### config.mk
export PLATFORM = sky130hd
export DESIGN_NAME = hsb_to_rgb
export DESIGN_NICKNAME = d
export VERILOG_FILES = /design/src/design/hsb_pkg.sv /design/src/design/hsb_to_rgb.sv
export VERILOG_INCLUDE_DIRS = /design/src /design/src/design
export SDC_FILE = /design/constraint.sdc
export NUM_CORES = 2
export LEC_CHECK = 0
export BUFFER_PORTS_ARGS = -buffer_cell sky130_fd_sc_hd__buf_4
export CAP_MARGIN = 20
export CORE_MARGIN = 2
export CORE_UTILIZATION = 60
export DETAILED_ROUTE_END_ITERATION = 7
export PLACE_DENSITY = 0.8
export SKIP_LAST_GASP = 1
export SLEW_MARGIN = 20
export SYNTH_ARGS = -nofsm -noshare
export SYNTH_HDL_FRONTEND = slang
export SYNTH_SLANG_ARGS = --single-unit
### constraint.sdc
create_clock -name clk -period 6.82 [get_ports clk]
set_clock_uncertainty 0.05 [all_clocks]
set_input_delay 1.023 -clock clk [delete_from_list [all_inputs] [get_ports clk]]
set_output_delay 1.023 -clock clk [all_outputs]
set_load 0.02 [all_outputs]
### src/design/hsb_to_rgb_defines.svh
// Assertion macros for the hsb_to_rgb design.
`ifndef HSB_TO_RGB_DEFINES_SVH
`define HSB_TO_RGB_DEFINES_SVH

// Same-cycle implication, checked on every rising edge outside reset.
`define HSB_ASSERT_NOW(label, clk, rst_n, ante, cons, msg) \
    label: assert property (@(posedge clk) disable iff (!rst_n) (ante) |-> (cons)) \
        else $error(msg);

// Delayed implication: cons must hold once the delay set by lat has passed after ante.
`define HSB_ASSERT_LAT(label, clk, rst_n, ante, lat, cons, msg) \
    label: assert property (@(posedge clk) disable iff (!rst_n) (ante) |-> ##lat (cons)) \
        else $error(msg);

`endif

### src/design/hsb_pkg.sv
package hsb_pkg;

    // Fixed port widths
    localparam int HUE_W = 24;
    localparam int SB_W  = 18;
    localparam int OUT_W = 17;

    // Hue sector codes (one sixth of a turn each)
    localparam logic [2:0] SECT_RED_YEL = 3'd0;
    localparam logic [2:0] SECT_YEL_GRN = 3'd1;
    localparam logic [2:0] SECT_GRN_CYN = 3'd2;
    localparam logic [2:0] SECT_CYN_BLU = 3'd3;
    localparam logic [2:0] SECT_BLU_MAG = 3'd4;
    localparam logic [2:0] SECT_MAG_RED = 3'd5;

    typedef logic [2:0] sector_t;

endpackage

### src/design/hsb_to_rgb.sv
// Channel   | Ports                              | Handshake
// ----------+------------------------------------+-----------------------------
// command   | hue_in, sat_in, bright_in          | start && !busy takes a beat
// result    | red_out, green_out, blue_out       | done marks a one-cycle beat
//
// Throughput: one beat per clock; busy is never raised.
// Pipeline: registered stages from the accepting edge to done (clamp/sector, three
//   products, second products, sector select), one multiplier deep per stage.
// Reset: rst_n clears the stage valid bits only; data registers are not reset.
// Stalls: none; results leave the output register without back pressure.
`include "hsb_to_rgb_defines.svh"

module hsb_to_rgb
    import hsb_pkg::*;
#(
    parameter int FRAC_BITS = 16
)
(
    input  logic                    clk,
    input  logic                    rst_n,
    input  logic                    start,
    output logic                    busy,
    input  logic signed [HUE_W-1:0] hue_in,
    input  logic signed [SB_W-1:0]  sat_in,
    input  logic signed [SB_W-1:0]  bright_in,
    output logic                    done,
    output logic [OUT_W-1:0]        red_out,
    output logic [OUT_W-1:0]        green_out,
    output logic [OUT_W-1:0]        blue_out
);

    localparam int FB = FRAC_BITS;
    localparam int PW = 2 * FB + 2;                        // product width
    localparam int CW = (SB_W > FB + 1) ? SB_W + 1 : FB + 2; // clamp compare width

    localparam logic [FB:0]   ONE   = {1'b1, {FB{1'b0}}};
    localparam logic [CW-1:0] ONE_C = {{(CW-FB-1){1'b0}}, 1'b1, {FB{1'b0}}};

    // Pipeline never stalls, so the command side is always open.
    assign busy = 1'b0;

    logic accept;
    assign accept = start && !busy;

    // ---------------- Stage 1: clamp s/b, split hue into sector and fraction
    logic signed [CW-1:0] sat_x, bright_x;
    logic [FB:0]          s_next, b_next;
    logic [FB+2:0]        hd;
    sector_t              sect_next;
    logic [FB-1:0]        f_next;

    assign sat_x    = CW'(sat_in);
    assign bright_x = CW'(bright_in);

    always_comb
    begin
        priority if (sat_x[CW-1])
            s_next = '0;
        else if (sat_x > $signed(ONE_C))
            s_next = ONE;
        else
            s_next = sat_x[FB:0];

        priority if (bright_x[CW-1])
            b_next = '0;
        else if (bright_x > $signed(ONE_C))
            b_next = ONE;
        else
            b_next = bright_x[FB:0];
    end

    // Only the fraction of a turn matters; the low bits are the floor wrap.
    assign hd        = (FB+3)'(hue_in[FB-1:0]) * (FB+3)'(6);
    assign sect_next = hd[FB+2:FB];
    assign f_next    = hd[FB-1:0];

    logic          v1_reg;
    logic [FB:0]   s1_reg, b1_reg;
    sector_t       sect1_reg;
    logic [FB-1:0] f1_reg;

    always_ff @(posedge clk or negedge rst_n)
    begin
        if (!rst_n)
            v1_reg <= 1'b0;
        else
            v1_reg <= accept;
    end

    always_ff @(posedge clk)
    begin
        s1_reg    <= s_next;
        b1_reg    <= b_next;
        sect1_reg <= sect_next;
        f1_reg    <= f_next;
    end

    // ---------------- Stage 2: b*(1-s), s*f, s*(1-f) in parallel
    logic [PW-1:0] pp_next, sf_next, sg_next;
    logic [FB:0]   om_f;

    assign om_f    = ONE - {1'b0, f1_reg};
    assign pp_next = PW'(b1_reg) * PW'(ONE - s1_reg);
    assign sf_next = PW'(s1_reg) * PW'(f1_reg);
    assign sg_next = PW'(s1_reg) * PW'(om_f);

    logic          v2_reg;
    logic [FB:0]   b2_reg;
    sector_t       sect2_reg;
    logic [PW-1:0] pp2_reg, sf2_reg, sg2_reg;

    always_ff @(posedge clk or negedge rst_n)
    begin
        if (!rst_n)
            v2_reg <= 1'b0;
        else
            v2_reg <= v1_reg;
    end

    always_ff @(posedge clk)
    begin
        b2_reg    <= b1_reg;
        sect2_reg <= sect1_reg;
        pp2_reg   <= pp_next;
        sf2_reg   <= sf_next;
        sg2_reg   <= sg_next;
    end

    // ---------------- Stage 3: q and t products, p is final here
    // s*f and s*(1-f) never exceed 1.0 after the shift, so FB+1 bits hold them.
    logic [PW-1:0] qp_next, tp_next;

    assign qp_next = PW'(b2_reg) * PW'(ONE - sf2_reg[2*FB:FB]);
    assign tp_next = PW'(b2_reg) * PW'(ONE - sg2_reg[2*FB:FB]);

    logic          v3_reg;
    logic [FB:0]   b3_reg, p3_reg;
    sector_t       sect3_reg;
    logic [PW-1:0] qp3_reg, tp3_reg;

    always_ff @(posedge clk or negedge rst_n)
    begin
        if (!rst_n)
            v3_reg <= 1'b0;
        else
            v3_reg <= v2_reg;
    end

    always_ff @(posedge clk)
    begin
        b3_reg    <= b2_reg;
        p3_reg    <= pp2_reg[2*FB:FB];
        sect3_reg <= sect2_reg;
        qp3_reg   <= qp_next;
        tp3_reg   <= tp_next;
    end

    // ---------------- Stage 4: sector select into the output register
    // Black and grey need no special path: b=0 zeroes p/q/t, s=0 makes them b.
    logic [FB:0]      q3, t3;
    logic [FB:0]      r_sel, g_sel, bl_sel;

    assign q3 = qp3_reg[2*FB:FB];
    assign t3 = tp3_reg[2*FB:FB];

    always_comb
    begin
        unique case (sect3_reg)
            SECT_RED_YEL: begin r_sel = b3_reg; g_sel = t3;     bl_sel = p3_reg; end
            SECT_YEL_GRN: begin r_sel = q3;     g_sel = b3_reg; bl_sel = p3_reg; end
            SECT_GRN_CYN: begin r_sel = p3_reg; g_sel = b3_reg; bl_sel = t3;     end
            SECT_CYN_BLU: begin r_sel = p3_reg; g_sel = q3;     bl_sel = b3_reg; end
            SECT_BLU_MAG: begin r_sel = t3;     g_sel = p3_reg; bl_sel = b3_reg; end
            default:      begin r_sel = b3_reg; g_sel = p3_reg; bl_sel = q3;     end
        endcase
    end

    logic             done_reg;
    logic [OUT_W-1:0] red_reg, green_reg, blue_reg;

    always_ff @(posedge clk or negedge rst_n)
    begin
        if (!rst_n)
            done_reg <= 1'b0;
        else
            done_reg <= v3_reg;
    end

    always_ff @(posedge clk)
    begin
        red_reg   <= OUT_W'(r_sel);
        green_reg <= OUT_W'(g_sel);
        blue_reg  <= OUT_W'(bl_sel);
    end

    assign done      = done_reg;
    assign red_out   = red_reg;
    assign green_out = green_reg;
    assign blue_out  = blue_reg;

    // ---------------- Checks
    `HSB_ASSERT_LAT(a_lat_fwd, clk, rst_n, accept, 4, done, "accepted beat produced no result")
    `HSB_ASSERT_NOW(a_lat_back, clk, rst_n, done, $past(accept, 4), "result without a command beat")
    `HSB_ASSERT_NOW(a_sector, clk, rst_n, v2_reg, sect2_reg <= SECT_MAG_RED, "hue sector out of range")

endmodule

# Word-level counts from Yosys, hierarchy flattened
# Index checks and enable logic that the tools add are counted.
dict set report totals {
  elab_cells 51
  regBits 329
  out_inout_bits 53
}
dict set report op_classes {
  eq_ne 4
  n_mul 6
  n_lt_le_gt_ge 2
  mux 5
  n_reduce_logical 7
  addsub 4
}
# cell count
set op_table {}
lappend op_table {{$pmux W17 S3} 3}
lappend op_table {{$mul A18 B18 Y33} 3}
lappend op_table {{$sub A17 B17 Y18 const A} 3}
lappend op_table {{$gt A18 B18 Y1 const B} 2}
lappend op_table {{$mux W17} 2}
lappend op_table {{$mul A17 B17 Y33} 1}
lappend op_table {{$mul A17 B15 Y32} 1}
lappend op_table {{$mul A16 B2 Y18 const B} 1}
lappend op_table {{$sub A17 B16 Y17 const A} 1}
lappend op_table {{$reduce_or A2 Y1} 6}
lappend op_table {{$eq A3 B2 Y1 const B} 2}
lappend op_table {{$eq A3 B1 Y1 const B} 1}
lappend op_table {{$eq A3 B3 Y1 const B} 1}
lappend op_table {{$logic_not A3 Y1} 1}

# Depth between registers and ports, before layout
dict set report logic_depth {
  word_depth 3
  mapped_depth 32
  mapped_depth_nobuf 29
}

# Least setup slack after synthesis
# Ideal clock, no wire load.
dict set report synth_path {
  kind {register to register}
  startpoint {register s1_reg[0]}
  endpoint {register pp2_reg[31]}
  path_slack_ps -661
  setup_time_ps 72
  period_less_slack_ps 7481
  path_buffers 3
  arrival_ps 7359
  required_time_ps 6698
  stages_incl_launch_ff 32
  cell_sequence {dfxtp_1 > buf_2 > clkbuf_1 > inv_1 > ha_1 > nand2_1 > or4_1 > nor4_2 > xnor2_1 > clkbuf_1 > nand2_1 > fa_1 > inv_1 > fa_1 > inv_1 > fa_1 > inv_1 > fa_1 > fa_1 > inv_1 > fa_1 > inv_1 > ha_1 > o21ai_0 > o21ai_0 > o211a_1 > o2111ai_1 > o21a_1 > a211oi_2 > or3_1 > a21oi_1 > xnor2_1}
}
dict set report synth_between {
  elab_chain_len 2
}
# element line
set synth_lines {}
lappend synth_lines {{start, declared} hsb_to_rgb.sv:78} ;# logic [FB:0] s1_reg, b1_reg;
lappend synth_lines {{start signal, assigned} hsb_to_rgb.sv:92} ;# s1_reg <= s_next;
lappend synth_lines {{$sub A17 B17 Y18} hsb_to_rgb.sv:103} ;# assign pp_next = PW'(b1_reg) * PW'(ONE - s1_reg);
lappend synth_lines {{$mul A18 B18 Y33} hsb_to_rgb.sv:103}
lappend synth_lines {{net pp_next[31]} hsb_to_rgb.sv:99} ;# logic [PW-1:0] pp_next, sf_next, sg_next;
lappend synth_lines {{end signal, assigned} hsb_to_rgb.sv:124} ;# pp2_reg <= pp_next;
lappend synth_lines {{end, declared} hsb_to_rgb.sv:110} ;# logic [PW-1:0] pp2_reg, sf2_reg, sg2_reg;
# The timed path passes the listed nets, and every way through them passes these cells.
# A chain may end at the register's enable or synchronous reset.

# Final worst setup path
dict set report layout_path {
  startpoint {register s1_reg[1]}
  endpoint {register pp2_reg[32]}
}
# Same word-level chain as after synthesis.

==> reports/results.txt <==
CP max FO: 13
post-synthesis mux area share: 0.0170
period utilization: 1.04
Final Wtd Congestion: 0.927
YS warnings: 0
asr flop ratio synth: 0.0161
average size of a mapped cell: 8.97 um2
status: finished with violations
register bit total from synthesis: 249
synth-to-layout area growth: 14.6%
pwr/cell area: 338 nW/um2
placed cells: 7371
Crit. Startpoint: s1_reg[1]
Core Footprint: 88600 um2
critical path arrival: 7580 ps
synthesized-area fraction occupied by and/or/nand/nor cells: 0.159
relative slew slack: 0.332
worst min path class: input pin to asynchronous set/reset pin
Synth Instances: 5990
crit end category: flip-flop
Seq/Total Area, Yosys: 0.0931
vias in the first global route: 45500
Buf+Inv Stages, Crit Path: 7
wire length per cell: 18.6 um
synth unique cells: 75
pin count of the biggest net entering global routing: 71
CP Launch Type: flip-flop
Post-Route WL: 139 mm
setup TNS: -3390 ps
Remaining Overflow, GRT: 0
slack of the critical path: -282 ps
Reg2Reg Setup Slack: -280 ps
RSZ-0062 raised after global routing: yes
largest family of logic cells by synthesized area: adder cells
# setup viols final: 26
Worst Path Required: 7300 ps
1st-iter DRT viols: 2864
failing checks: negative setup slack
chip height: 303 um
final layout net count: 8025
Final ANT Viol Nets: 0
Final Non-Filler Cells: 7483
I/O pin count: 116
critical path's largest stage delay: 560 ps
Worst-Margin Slew: 995 ps
wire length of the first global-routing pass: 225 mm
initial antenna violation count: 3
DRT Pass-1 Iters: 6
clk buf depth: 3
maximum clock rate: 141 MHz
# Max-Cap Violations: 0
Top FF cell, synth: dfxtp_1
Worst-Skew Late Latency: 600 ps
post-DP HPWL: 109 mm
RR Startpoint: s1_reg[1]
All-Layer GR Usage: 0.309
Most common cell on crit path: fa_1
share of cells above drive strength 1: 0.157
r2r endpoint: pp2_reg[32]
Worst setup endpoint: pp2_reg[32]
die footprint: 92000 um2
pins over their slew limit: 0
largest delay contributor family on the critical path: adder cells
CTS tree: built
adder-cell share of the synthesized area: 0.543
syn nets: 7718
# clock sinks: 249
count of flip-flops with a built-in enable after synthesis: 0
Crit-path slowest cell: or4_4
Setup CP Type: flip-flop to flip-flop
num rows: 109
diodes inserted: 0
Starting Density: 0.606
leading area contributor after synthesis: fa_1
CTS H-tree lvls: 1
Final Hold Viols: 0
post-synthesis xor/xnor area fraction: 0.0277
clock-pin slew on the worst setup and hold paths: 70 ps
Leakage Power: 31.6 nW
Fillers: 6232
worst r2r path cells: 27
Max VDD drop: 471 uV
post-synthesis cell area: 53800 um2
clk root buf: clkbuf_16
I/O Buffers: 106
Yosys top cell area share: 0.416
die width: 303 um
Final min period: 7100 ps
DR DRC count: 0
WP depth: 27
DR vias/cell: 5.56
Synth area leaders: fa_1 (42%), ha_1 (13%), inv_1 (9.6%)
Compound-Gate Fraction of Synth Area: 0.0418
Num CTS Buffers: 28
vias: 41600
==> through the flow <==
stage / hold WS, ps / util / power [mW] / setup slack (ps) / instance area, um2
after global placement: 261 / 0.660 / 16.2 / -445 / 58500
final: 148 / 0.695 / 20.8 / -282 / 61600
after CTS: 129 / 0.682 / 19.2 / -360 / 60400
after detailed placement: 262 / 0.660 / 16.7 / -553 / 58500
after floorplan: 260 / - / 11.4 / -342 / 54100
after global routing: 142 / 0.695 / 22.6 / -569 / 61600
==> layout make-up <==
type                    instances  area (um2)  share of cell area
multi-input cells            4062       44200               0.717
inverters                    1381        5190              0.0842
flip-flops and latches        249        5030              0.0816
repair buffers                575        4860              0.0789
well taps                    1165        1460              0.0237
clock buffers                  36         782              0.0127
clock inverters                15         146             0.00238
==> logic make-up (layout without fill, tap and decap cells) <==
logic type,count (synthesis),count (layout)
and+or+nand+nor,1787,1787
buffers and inverters,1679,2007
adders and majority gates,1665,1665
AOI/OAI and AO/OA,355,355
DFF,249,249
xor gates and xnor gates,169,169
muxes,85,85
other,1,1
==> worst reg2reg max path, cell delays in order, from the launching register on <==
cell and delay, ps:
dfxtp_2 320, or4_4 560, nor4_4 170, nand3b_1 150, or3_4 390, buf_6 140, o21ai_4 190, buf_4 160
buf_6 150, nor2_1 70, fa_1 530, inv_1 70, fa_1 480, inv_1 50, fa_1 500, fa_1 440
fa_1 500, inv_1 50, fa_1 480, inv_1 50, ha_1 290, o211a_1 170, o2111ai_2 100, o21a_2 260
a211oi_2 340, nor2_1 80, a21oi_1 180, xnor2_1 150
==> how the worst min path moves through the flow <==
stage	start	to	slack [ps]	cells past startpoint
6_report	rst_n	v3_reg	150	1
5_1_grt	rst_n	v3_reg	140	1
4_1_cts	rst_n	done	130	1
3_5_place_dp	pp2_reg[19]	p3_reg[3]	260	0
3_3_place_gp	pp2_reg[22]	p3_reg[6]	260	0
2_1_floorplan	pp2_reg[16]	p3_reg[0]	260	0
==> cell usage in the layout (no fill, tap or decap), types with 26 or more instances in the layout <==
master and n:
a21o_1 36, clkbuf_16 29, and2_1 470, nor2b_1 32, mux2_2 51, ha_1 522
nand2_1 931, mux2i_1 34, a21oi_1 75, o21ai_0 57, or2_2 26, and3_1 51
inv_1 1357, buf_6 48, o22ai_1 34, nor2_1 84, fa_1 1097, dfxtp_1 228
buf_4 497, xnor2_1 91, xor2_1 39
==> what timing repair did <==
item / 4_1_cts / 5_1_grt
resized for setup: 166 / 200
setup buffers: 32 / 37
pin swaps: 103 / 132
setup endpoints to repair: 44 / 61
hold buffers: 0 / 0
gates cloned: 1 / 0
==> metal layers <==
layer,wire (um),part of all wire,GRT usage
met4,6050,0.043,0.120
met5,26,0.00019,0
met3,11800,0.084,0.0512
met2,68700,0.49,0.534
met1,52900,0.38,0.388
==> synth_stat cells (37+ instances only) <==
master / number
xnor2_1: 114
fa_1: 1116
nand2_1: 951
o21ai_0: 71
a21o_1: 37
mux2_2: 51
inv_1: 1380
nor2_1: 101
and2_1: 485
and3_1: 51
xor2_1: 54
ha_1: 549
a21oi_1: 102
clkbuf_1: 271
dfxtp_1: 245
==> power breakdown <==
group / internal (mW) / switching (mW) / total, mW
clock: 0.855 / 0.676 / 1.53
combinational: 7.59 / 9.29 / 16.9
sequential: 2.02 / 0.370 / 2.39
total: 10.5 / 10.3 / 20.8
Note: power is estimated with default switching activity, not from simulation.
